--- src/design/rts_pkg.sv ---
// ----------------------------------------------------------------------------
// rts_pkg: shared definitions for the ring thread scheduler
// Slot status codes, command codes, result codes and the result bundle.
// ----------------------------------------------------------------------------
package rts_pkg;

    localparam int CMD_W    = 3;
    localparam int SLOT_W   = 4;
    localparam int TID_W    = 16;
    localparam int STATUS_W = 2;
    localparam int CODE_W   = 2;

    // slot status
    localparam logic [STATUS_W-1:0] ST_FREE    = 2'd0;
    localparam logic [STATUS_W-1:0] ST_READY   = 2'd1;
    localparam logic [STATUS_W-1:0] ST_RUNNING = 2'd2;
    localparam logic [STATUS_W-1:0] ST_BLOCKED = 2'd3;

    // commands
    localparam logic [CMD_W-1:0] CMD_SCHEDULE = 3'd0;
    localparam logic [CMD_W-1:0] CMD_BLOCK    = 3'd1;
    localparam logic [CMD_W-1:0] CMD_WAKE     = 3'd2;
    localparam logic [CMD_W-1:0] CMD_CREATE   = 3'd3;
    localparam logic [CMD_W-1:0] CMD_EXIT     = 3'd4;

    // result codes
    localparam logic [CODE_W-1:0] RC_OK          = 2'd0;
    localparam logic [CODE_W-1:0] RC_SELF_WOKEN  = 2'd1;
    localparam logic [CODE_W-1:0] RC_EXIT_REFUSE = 2'd2;
    localparam logic [CODE_W-1:0] RC_BAD_SLOT    = 2'd3;

    typedef struct packed {
        logic [CODE_W-1:0] status_code;
        logic              switched;
        logic [TID_W-1:0]  current_thread_id;
        logic [SLOT_W-1:0] current_slot;
    } rts_result_t;

endpackage

--- src/design/rts_slot_mem.sv ---
// ----------------------------------------------------------------------------
// rts_slot_mem: slot table memory
// One write and one read port, registered read data. Per-entry valid bits
// stand in for the reset contents: slot 0 running, others free, all zero.
// ----------------------------------------------------------------------------
module rts_slot_mem #(
    parameter int SLOTS = 16,
    localparam int SW = (SLOTS > 1) ? $clog2(SLOTS) : 1,
    localparam int EW = rts_pkg::STATUS_W + rts_pkg::TID_W + SW
) (
    input  logic          aclk,
    input  logic          aresetn,
    input  logic          rd_en,
    input  logic [SW-1:0] rd_addr,
    output logic [EW-1:0] rd_data,
    input  logic          wr_en,
    input  logic [SW-1:0] wr_addr,
    input  logic [EW-1:0] wr_data
);

    logic [EW-1:0]    mem [SLOTS];
    logic [SLOTS-1:0] valid_reg;
    logic [EW-1:0]    q_reg;
    logic             q_valid_reg;
    logic             q_zero_reg;

    always_ff @(posedge aclk) begin
        if (wr_en) begin
            mem[wr_addr] <= wr_data;
        end
        if (rd_en) begin
            q_reg       <= mem[rd_addr];
            q_valid_reg <= valid_reg[rd_addr];
            q_zero_reg  <= (rd_addr == '0);
        end
    end

    always_ff @(posedge aclk) begin
        if (!aresetn) begin
            valid_reg <= '0;
        end else if (wr_en) begin
            valid_reg[wr_addr] <= 1'b1;
        end
    end

    // unwritten entry reads as its reset contents
    assign rd_data = q_valid_reg ? q_reg
                   : {(q_zero_reg ? rts_pkg::ST_RUNNING : rts_pkg::ST_FREE),
                      {rts_pkg::TID_W{1'b0}}, {SW{1'b0}}};

endmodule

--- src/design/rts_seq.sv ---
// ----------------------------------------------------------------------------
// rts_seq: command sequencer
// Read-modify-write over the slot table; walks the ring one entry per cycle.
// ----------------------------------------------------------------------------
module rts_seq #(
    parameter int SLOTS = 16,
    localparam int SW  = (SLOTS > 1) ? $clog2(SLOTS) : 1,
    localparam int EW  = rts_pkg::STATUS_W + rts_pkg::TID_W + SW,
    localparam int STW = $clog2(SLOTS + 1),
    localparam int CW  = ((SW > rts_pkg::SLOT_W) ? SW : rts_pkg::SLOT_W) + 1
) (
    input  logic                         aclk,
    input  logic                         aresetn,
    // command in
    input  logic                         cmd_valid,
    output logic                         cmd_ready,
    input  logic [rts_pkg::CMD_W-1:0]    cmd,
    input  logic [rts_pkg::SLOT_W-1:0]   slot,
    input  logic [rts_pkg::TID_W-1:0]    thread_id,
    // result out
    output logic                         res_valid,
    input  logic                         res_ready,
    output rts_pkg::rts_result_t         res,
    // slot table
    output logic                         rd_en,
    output logic [SW-1:0]                rd_addr,
    input  logic [EW-1:0]                rd_data,
    output logic                         wr_en,
    output logic [SW-1:0]                wr_addr,
    output logic [EW-1:0]                wr_data
);

    localparam logic [3:0] S_IDLE   = 4'd0;
    localparam logic [3:0] S_CUR    = 4'd1;
    localparam logic [3:0] S_WALK   = 4'd2;
    localparam logic [3:0] S_FOUND  = 4'd3;
    localparam logic [3:0] S_TGT    = 4'd4;
    localparam logic [3:0] S_LINK   = 4'd5;
    localparam logic [3:0] S_PRED   = 4'd6;
    localparam logic [3:0] S_RDSUCC = 4'd7;
    localparam logic [3:0] S_SUCC   = 4'd8;
    localparam logic [3:0] S_DONE   = 4'd9;

    logic [3:0]                     state_reg,   state_next;
    logic [SW-1:0]                  cur_reg,     cur_next;
    logic [rts_pkg::CMD_W-1:0]      cmd_reg,     cmd_next;
    logic [SW-1:0]                  slot_reg,    slot_next;
    logic                           bad_reg,     bad_next;
    logic [rts_pkg::TID_W-1:0]      tid_in_reg,  tid_in_next;
    logic [rts_pkg::STATUS_W-1:0]   cur_st_reg,  cur_st_next;
    logic [SW-1:0]                  cur_succ_reg, cur_succ_next;
    logic [rts_pkg::TID_W-1:0]      cur_tid_reg, cur_tid_next;
    logic [SW-1:0]                  probe_reg,   probe_next;
    logic [STW-1:0]                 step_reg,    step_next;
    logic [rts_pkg::CODE_W-1:0]     code_reg,    code_next;
    rts_pkg::rts_result_t           res_reg,     res_next;

    logic [rts_pkg::STATUS_W-1:0]   r_st;
    logic [rts_pkg::TID_W-1:0]      r_tid;
    logic [SW-1:0]                  r_succ;
    logic [rts_pkg::STATUS_W-1:0]   eff_st;
    logic [rts_pkg::STATUS_W-1:0]   fin_st;
    logic [CW-1:0]                  slot_ext;
    logic                           same;

    assign r_st   = rd_data[EW-1 -: rts_pkg::STATUS_W];
    assign r_tid  = rd_data[SW +: rts_pkg::TID_W];
    assign r_succ = rd_data[SW-1:0];
    assign slot_ext = CW'(slot);
    assign same   = (slot_reg == cur_reg);

    function automatic logic [rts_pkg::SLOT_W-1:0] out_slot(input logic [SW-1:0] s);
        logic [CW-1:0] e;
        e = CW'(s);
        return e[rts_pkg::SLOT_W-1:0];
    endfunction

    function automatic rts_pkg::rts_result_t mk_res(
        input logic [SW-1:0]                s,
        input logic [rts_pkg::TID_W-1:0]    t,
        input logic                         sw,
        input logic [rts_pkg::CODE_W-1:0]   c
    );
        rts_pkg::rts_result_t r;
        r.current_slot      = out_slot(s);
        r.current_thread_id = t;
        r.switched          = sw;
        r.status_code       = c;
        return r;
    endfunction

    always_comb begin
        state_next    = state_reg;
        cur_next      = cur_reg;
        cmd_next      = cmd_reg;
        slot_next     = slot_reg;
        bad_next      = bad_reg;
        tid_in_next   = tid_in_reg;
        cur_st_next   = cur_st_reg;
        cur_succ_next = cur_succ_reg;
        cur_tid_next  = cur_tid_reg;
        probe_next    = probe_reg;
        step_next     = step_reg;
        code_next     = code_reg;
        res_next      = res_reg;
        rd_en         = 1'b0;
        rd_addr       = cur_reg;
        wr_en         = 1'b0;
        wr_addr       = cur_reg;
        wr_data       = '0;
        cmd_ready     = 1'b0;
        res_valid     = 1'b0;
        eff_st        = (cmd_reg == rts_pkg::CMD_BLOCK) ? rts_pkg::ST_BLOCKED : r_st;
        fin_st        = cur_st_reg;

        case (state_reg)
            S_IDLE: begin
                cmd_ready = 1'b1;
                if (cmd_valid) begin
                    cmd_next    = cmd;
                    bad_next    = (slot_ext >= CW'(SLOTS));
                    slot_next   = slot_ext[SW-1:0];
                    tid_in_next = thread_id;
                    rd_en       = 1'b1;
                    rd_addr     = cur_reg;
                    state_next  = S_CUR;
                end
            end

            S_CUR: begin
                cur_st_next   = eff_st;
                cur_succ_next = r_succ;
                cur_tid_next  = r_tid;
                code_next     = rts_pkg::RC_OK;
                case (cmd_reg)
                    rts_pkg::CMD_SCHEDULE, rts_pkg::CMD_BLOCK: begin
                        if (r_succ == cur_reg) begin
                            // lone thread: keep it, wake it if needed
                            if (eff_st == rts_pkg::ST_READY || eff_st == rts_pkg::ST_RUNNING) begin
                                fin_st   = eff_st;
                                res_next = mk_res(cur_reg, r_tid, 1'b0, rts_pkg::RC_OK);
                            end else begin
                                fin_st   = rts_pkg::ST_RUNNING;
                                res_next = mk_res(cur_reg, r_tid, 1'b0,
                                                  rts_pkg::RC_SELF_WOKEN);
                            end
                            wr_en      = 1'b1;
                            wr_addr    = cur_reg;
                            wr_data    = {fin_st, r_tid, r_succ};
                            state_next = S_DONE;
                        end else begin
                            probe_next = r_succ;
                            step_next  = STW'(1);
                            rd_en      = 1'b1;
                            rd_addr    = r_succ;
                            state_next = S_WALK;
                        end
                    end
                    rts_pkg::CMD_WAKE, rts_pkg::CMD_CREATE: begin
                        if (bad_reg) begin
                            res_next   = mk_res(cur_reg, r_tid, 1'b0, rts_pkg::RC_BAD_SLOT);
                            state_next = S_DONE;
                        end else begin
                            rd_en      = 1'b1;
                            rd_addr    = slot_reg;
                            state_next = S_TGT;
                        end
                    end
                    rts_pkg::CMD_EXIT: begin
                        if (r_tid == '0) begin
                            code_next  = rts_pkg::RC_EXIT_REFUSE;
                            rd_en      = 1'b1;
                            rd_addr    = r_succ;
                            state_next = S_SUCC;
                        end else if (r_succ == cur_reg) begin
                            // self-linked: unlink leaves the ring as is
                            rd_en      = 1'b1;
                            rd_addr    = r_succ;
                            state_next = S_SUCC;
                        end else begin
                            probe_next = r_succ;
                            step_next  = STW'(1);
                            rd_en      = 1'b1;
                            rd_addr    = r_succ;
                            state_next = S_PRED;
                        end
                    end
                    default: begin
                        res_next   = mk_res(cur_reg, r_tid, 1'b0, rts_pkg::RC_OK);
                        state_next = S_DONE;
                    end
                endcase
            end

            S_WALK: begin
                if (r_st == rts_pkg::ST_READY) begin
                    wr_en      = 1'b1;
                    wr_addr    = probe_reg;
                    wr_data    = {rts_pkg::ST_RUNNING, r_tid, r_succ};
                    res_next   = mk_res(probe_reg, r_tid, 1'b1, rts_pkg::RC_OK);
                    state_next = S_FOUND;
                end else if (r_succ == cur_reg || step_reg >= STW'(SLOTS)) begin
                    if (cur_st_reg == rts_pkg::ST_READY || cur_st_reg == rts_pkg::ST_RUNNING) begin
                        fin_st   = cur_st_reg;
                        res_next = mk_res(cur_reg, cur_tid_reg, 1'b0, rts_pkg::RC_OK);
                    end else begin
                        fin_st   = rts_pkg::ST_RUNNING;
                        res_next = mk_res(cur_reg, cur_tid_reg, 1'b0,
                                          rts_pkg::RC_SELF_WOKEN);
                    end
                    wr_en      = 1'b1;
                    wr_addr    = cur_reg;
                    wr_data    = {fin_st, cur_tid_reg, cur_succ_reg};
                    state_next = S_DONE;
                end else begin
                    probe_next = r_succ;
                    step_next  = step_reg + STW'(1);
                    rd_en      = 1'b1;
                    rd_addr    = r_succ;
                end
            end

            S_FOUND: begin
                // demote old current; blocked or ready keeps its status
                fin_st     = (cur_st_reg == rts_pkg::ST_RUNNING) ? rts_pkg::ST_READY
                                                                 : cur_st_reg;
                wr_en      = 1'b1;
                wr_addr    = cur_reg;
                wr_data    = {fin_st, cur_tid_reg, cur_succ_reg};
                cur_next   = probe_reg;
                state_next = S_DONE;
            end

            S_TGT: begin
                if (cmd_reg == rts_pkg::CMD_WAKE) begin
                    if (r_st == rts_pkg::ST_FREE) begin
                        res_next = mk_res(cur_reg, cur_tid_reg, 1'b0, rts_pkg::RC_BAD_SLOT);
                    end else begin
                        wr_en    = 1'b1;
                        wr_addr  = slot_reg;
                        wr_data  = {rts_pkg::ST_READY, r_tid, r_succ};
                        res_next = mk_res(cur_reg, cur_tid_reg, 1'b0, rts_pkg::RC_OK);
                    end
                    state_next = S_DONE;
                end else if (r_st != rts_pkg::ST_FREE) begin
                    res_next   = mk_res(cur_reg, cur_tid_reg, 1'b0, rts_pkg::RC_BAD_SLOT);
                    state_next = S_DONE;
                end else begin
                    wr_en      = 1'b1;
                    wr_addr    = slot_reg;
                    wr_data    = {rts_pkg::ST_READY, tid_in_reg, cur_succ_reg};
                    state_next = S_LINK;
                end
            end

            S_LINK: begin
                // link new slot in after current
                fin_st     = same ? rts_pkg::ST_READY : cur_st_reg;
                wr_en      = 1'b1;
                wr_addr    = cur_reg;
                wr_data    = {fin_st, (same ? tid_in_reg : cur_tid_reg), slot_reg};
                res_next   = mk_res(cur_reg, (same ? tid_in_reg : cur_tid_reg), 1'b0,
                                    rts_pkg::RC_OK);
                state_next = S_DONE;
            end

            S_PRED: begin
                if (r_succ == cur_reg) begin
                    wr_en      = 1'b1;
                    wr_addr    = probe_reg;
                    wr_data    = {r_st, r_tid, cur_succ_reg};
                    state_next = S_RDSUCC;
                end else if (step_reg < STW'(SLOTS - 1)) begin
                    probe_next = r_succ;
                    step_next  = step_reg + STW'(1);
                    rd_en      = 1'b1;
                    rd_addr    = r_succ;
                end else begin
                    state_next = S_RDSUCC;
                end
            end

            S_RDSUCC: begin
                rd_en      = 1'b1;
                rd_addr    = cur_succ_reg;
                state_next = S_SUCC;
            end

            S_SUCC: begin
                res_next   = mk_res(cur_succ_reg, r_tid, (cur_succ_reg != cur_reg), code_reg);
                cur_next   = cur_succ_reg;
                state_next = S_DONE;
            end

            S_DONE: begin
                res_valid = 1'b1;
                if (res_ready) begin
                    state_next = S_IDLE;
                end
            end

            default: begin
                state_next = S_IDLE;
            end
        endcase
    end

    always_ff @(posedge aclk) begin
        if (!aresetn) begin
            state_reg <= S_IDLE;
            cur_reg   <= '0;
        end else begin
            state_reg <= state_next;
            cur_reg   <= cur_next;
        end
    end

    always_ff @(posedge aclk) begin
        cmd_reg      <= cmd_next;
        slot_reg     <= slot_next;
        bad_reg      <= bad_next;
        tid_in_reg   <= tid_in_next;
        cur_st_reg   <= cur_st_next;
        cur_succ_reg <= cur_succ_next;
        cur_tid_reg  <= cur_tid_next;
        probe_reg    <= probe_next;
        step_reg     <= step_next;
        code_reg     <= code_next;
        res_reg      <= res_next;
    end

    assign res = res_reg;

endmodule

--- src/design/ring_thread_scheduler_unit.sv ---
// ----------------------------------------------------------------------------
// ring_thread_scheduler_unit: round-robin thread scheduler over a slot ring
// Each command reads the current entry. Schedule/block walk the ring from it to
//   the next ready slot, wake reads and updates the target, create reads the
//   target and links it in after the current slot, exit walks the ring to unlink
//   the current slot unless refused or self-linked; spare codes change nothing.
//   One command in flight; the next word is taken after its result leaves.
// Reset: synchronous, active low; slot 0 running and current, others free.
// ----------------------------------------------------------------------------
module ring_thread_scheduler_unit #(
    parameter int SLOTS = 16
) (
    input  logic        aclk,
    input  logic        aresetn,
    // command words
    input  logic        s_tvalid,
    output logic        s_tready,
    input  logic [23:0] s_tdata,   // [2:0] command, [6:3] slot, [22:7] thread_id
    // result words
    output logic        m_tvalid,
    input  logic        m_tready,
    output logic [23:0] m_tdata    // [3:0] current_slot, [19:4] current_thread_id,
                                   // [20] switched, [22:21] status_code
);

    localparam int SW = (SLOTS > 1) ? $clog2(SLOTS) : 1;
    localparam int EW = rts_pkg::STATUS_W + rts_pkg::TID_W + SW;

    // table port
    logic          rd_en;
    logic [SW-1:0] rd_addr;
    logic [EW-1:0] rd_data;
    logic          wr_en;
    logic [SW-1:0] wr_addr;
    logic [EW-1:0] wr_data;

    // sequencer to output stage
    logic                 res_valid;
    logic                 res_ready;
    rts_pkg::rts_result_t res;

    logic        m_tvalid_reg;
    logic [23:0] m_tdata_reg;

    // slot table: status, thread id, ring successor per slot
    rts_slot_mem #(
        .SLOTS   (SLOTS)
    ) u_mem (
        .aclk    (aclk),
        .aresetn (aresetn),
        .rd_en   (rd_en),
        .rd_addr (rd_addr),
        .rd_data (rd_data),
        .wr_en   (wr_en),
        .wr_addr (wr_addr),
        .wr_data (wr_data)
    );

    // command sequencer: read current entry, walk ring, write back
    rts_seq #(
        .SLOTS     (SLOTS)
    ) u_seq (
        .aclk      (aclk),
        .aresetn   (aresetn),
        .cmd_valid (s_tvalid),
        .cmd_ready (s_tready),
        .cmd       (s_tdata[2:0]),
        .slot      (s_tdata[6:3]),
        .thread_id (s_tdata[22:7]),
        .res_valid (res_valid),
        .res_ready (res_ready),
        .res       (res),
        .rd_en     (rd_en),
        .rd_addr   (rd_addr),
        .rd_data   (rd_data),
        .wr_en     (wr_en),
        .wr_addr   (wr_addr),
        .wr_data   (wr_data)
    );

    // output register: sequencer goes back to idle while a word waits here
    assign res_ready = !m_tvalid_reg || m_tready;

    always_ff @(posedge aclk) begin
        if (!aresetn) begin
            m_tvalid_reg <= 1'b0;
        end else if (res_valid && res_ready) begin
            m_tvalid_reg <= 1'b1;
        end else if (m_tready) begin
            m_tvalid_reg <= 1'b0;
        end
    end

    always_ff @(posedge aclk) begin
        if (res_valid && res_ready) begin
            m_tdata_reg <= {1'b0, res.status_code, res.switched,
                            res.current_thread_id, res.current_slot};
        end
    end

    assign m_tvalid = m_tvalid_reg;
    assign m_tdata  = m_tdata_reg;

endmodule

--- config.mk ---
export PLATFORM = sky130hd
export DESIGN_NAME = ring_thread_scheduler_unit
export DESIGN_NICKNAME = d
export VERILOG_FILES = /design/src/design/rts_pkg.sv /design/src/design/rts_slot_mem.sv /design/src/design/rts_seq.sv /design/src/design/ring_thread_scheduler_unit.sv
export SDC_FILE = /design/constraint.sdc
export NUM_CORES = 1
export LEC_CHECK = 0
export BUFFER_PORTS_ARGS = -buffer_cell sky130_fd_sc_hd__buf_2
export CORE_MARGIN = 2
export CORE_UTILIZATION = 62
export CTS_CLUSTER_DIAMETER = 40
export DETAILED_ROUTE_END_ITERATION = 16
export GPL_TIMING_DRIVEN = 1
export PLACE_DENSITY = 0.79
export SYNTH_ARGS = -nofsm -noshare
export SYNTH_HDL_FRONTEND = slang
export SYNTH_SLANG_ARGS = --single-unit
--- constraint.sdc ---
create_clock -name aclk -period 3.8 [get_ports aclk]
set_input_delay 0.38 -clock aclk [delete_from_list [all_inputs] [get_ports aclk]]
set_output_delay 0.38 -clock aclk [all_outputs]
set_load 0.02 [all_outputs]
==> results.json <==
{
  "status": "finished clean",
  "critical_path.top_delay_family": "simple AND/OR/NAND/NOR gates",
  "synthTopCellsByArea": "edfxtp_1 65%, mux2i_1 3.7%, nand3_1 3.4%, o21ai_0 3.3%, dfxtp_1 2.3%",
  "synth-main-ff-cell": "edfxtp_1",
  "grt_pass1_vias": 15600,
  "arrival_ps": 4010,
  "power_density_nw_per_um2": 775,
  "fin_cells": 2266,
  "path_buf_inv": 2,
  "netlist_area_um2": 22000,
  "post-place-cells": 2140,
  "clock_latency_ps": 610,
  "crit-reg2reg-capture": "u_mem.q_reg[17]$_DFFE_PP_",
  "finalSetupTns_ps": 0,
  "reg2reg_depth": 11,
  "cts_root_buf": "clkbuf_16",
  "place_ws_ps": -5.69,
  "layout.nets": 1804,
  "worstPathRequired_ps": 4130,
  "globalRouteTotalUtil": 0.326,
  "setup_viol_count_final": 0,
  "fp-row-count": 68,
  "rsz0062_at_grt": "no",
  "drc": 0,
  "synth_seq_cells": 502,
  "grt_first_pass_wirelength_um": 90300,
  "min_to": "m_tvalid$_SDFFE_PN0P_",
  "initial_core_util": 0.633,
  "peakVddDrop_mv": 0.574,
  "die_w_um": 192,
  "clock.fmax_mhz": 272,
  "diodes": 0,
  "fin_crit_ps": 3680,
  "synth_top_area_cell": "edfxtp_1",
  "gr-total-overflow": 0,
  "io_pins": 54,
  "holdWs_ps": 172,
  "period_share": 0.968,
  "final_common_cell": "edfxtp_1",
  "clock_sinks": 502,
  "cp_cell_sequence": "buf_4, nand2_1, o32ai_1, o32a_2, or4_4, and3_4, nand2_4, buf_6, mux2i_1, mux2_2, o221ai_2",
  "cp_num_cells": 11,
  "io_buffers": 51,
  "slowest_stage": "or4_4",
  "vias": 15600,
  "fp.dieH_um": 192,
  "synthArstFlopShare": 0,
  "vias_per_cell": 6.88,
  "clock_skew_ps": 17.8,
  "cts_tree": "yes",
  "syn_nets": 1677,
  "netlist_instances": 1640,
  "area_growth_pct": 15.5,
  "antenna_found_initial": 0,
  "drt_iter0_markers": 1977,
  "hold_class": "primary input to flop",
  "cp_slowest_stage_delay_ps": 550,
  "cts_buffers": 55,
  "drive_gt1_frac": 0.178,
  "hold_viol_final": 0,
  "crit_type": "flop to flop",
  "dr.pass1.iters": 5,
  "endpoint_kind": "flop",
  "final_cell_mix": "477 x edfxtp_1, 150 x nand3_1, 143 x o21ai_0, 98 x buf_4, 82 x mux2i_1",
  "dieArea_um2": 37000,
  "ant_nets": 0,
  "maxCapViolCount": 0,
  "synth.avg_cell_area_um2": 13.4,
  "start_kind": "flop",
  "placed_cell_area_um2": 23300,
  "largest_reg_flops": 352,
  "detail_route.wl_per_cell_um": 26.1,
  "coreArea_um2": 34700,
  "slew_headroom": 0.0936,
  "synth.top_cell.area_share": 0.652,
  "gp_congestion": 0.925,
  "synth_edf_count": 477,
  "rr_startpoint": "u_mem.q_valid_reg$_DFFE_PP_",
  "post-dp-hpwl_um": 35600,
  "seq_area_frac_synth": 0.674,
  "leakage_nw": 9.17,
  "worst_slew_pin_slew_ps": 1360,
  "hold_start": "m_tready",
  "synth_cell_type_count": 66,
  "setup_ws_ps": 123,
  "cts_buffer_depth": 3,
  "clkTransAtPathRegs_ps": 60,
  "whs_path_depth": 4,
  "wl_um": 59200,
  "regToRegSetupSlack_ps": 120,
  "crit_path_max_fanout": 25,
  "final_area_um2": 25400,
  "h-tree-depth": 2,
  "finalMaxSlewViolations": 0,
  "grt_max_degree": 85,
  "yosys_warnings": 0,
  "nFillCells": 2153
}
-- cell type report --
type                       count  area (um2)  area share
inverter                      36         135     0.00532
timing repair buffer         185        1460      0.0577
clock buffer                  66        1440      0.0567
clock inverter                35         342      0.0135
sequential                   502       14800       0.584
tap                          455         569      0.0224
multi-input combinational    987        6610       0.261
-- stage by stage --
step,util,power [W]
CTS,0.730,0.0195
global route,0.731,0.0205
detailed placement,0.671,0.0142
floorplan,-,0.0120
finish,0.731,0.0197
global placement,0.671,0.0140
-- cells in the mapped netlist (26+ instances only) --
cell and number:
a31oi_1 50, clkbuf_1 69, o21ai_0 143, nand4_1 26, a22oi_1 55, edfxtp_1 477
nor2_1 71, mux2i_1 82, nand3_1 151, inv_1 36, a211o_1 47, and3_1 47
o221ai_1 42, nand2_1 74, buf_2 26
-- report_power, final --
| group | leakage [nW] | switching, W | internal, W |
|---|---|---|---|
| Combinational | 3.65 | 0.00419 | 0.00230 |
| Clock | 0.860 | 0.00217 | 0.00305 |
| Sequential | 4.66 | 0.000580 | 0.00737 |
-- metal layers --
metal	track usage	wire length [um]	share of wire	vias up
met5	0	0	0	-
met4	0.154	2530	0.043	0
met3	0.0604	6350	0.11	200
met2	0.521	28000	0.47	1097
met1	0.439	22300	0.38	7538
li1	-	-	-	6749
-- how the worst max path moves through the flow --
stage                                    start                     endpoint
2_1_floorplan  u_seq.state_reg[0]$_SDFFE_PN0P_    u_mem.mem[0][0]$_DFFE_PP_
3_3_place_gp       u_mem.q_valid_reg$_DFFE_PP_    u_mem.q_reg[12]$_DFFE_PP_
3_5_place_dp       u_mem.q_valid_reg$_DFFE_PP_  u_mem.mem[15][14]$_DFFE_PP_
4_1_cts               u_mem.q_reg[2]$_DFFE_PP_   u_mem.mem[9][10]$_DFFE_PP_
5_1_grt          u_seq.cur_reg[2]$_SDFFE_PN0P_   u_mem.mem[8][20]$_DFFE_PP_
6_report           u_mem.q_valid_reg$_DFFE_PP_    u_mem.q_reg[17]$_DFFE_PP_
-- cells by family (layout without fill, tap and decap cells) --
group                    after synthesis  after routing  synth area share
flip-flops                           502            502             0.674
AO/OA/AOI/OAI                        436            436             0.138
AND/OR/NAND/NOR                      421            421            0.0957
buffers and inverters                151            322            0.0314
multiplexers                         105            105            0.0491
XOR/XNOR                              15             15           0.00598
adder cells (fa/ha/maj)                9              9           0.00512
other                                  1              1          0.000171
-- what timing repair did --
| action | CTS | global route |
|---|---|---|
| gates resized for setup | 2 | 9 |
| hold endpoints to repair | 23 | 0 |
| hold buffers | 23 | 0 |
| buffers inserted | 0 | 2 |
| endpoints found under the setup margin | 32 | 228 |
-- tightest hold or removal path, cell delays in order --
cell and delay [ps]:
buf_2 70, nor2b_1 60, a31oi_1 150, nor2b_1 60
No activity file was read; power rests on OpenSTA's default activity.
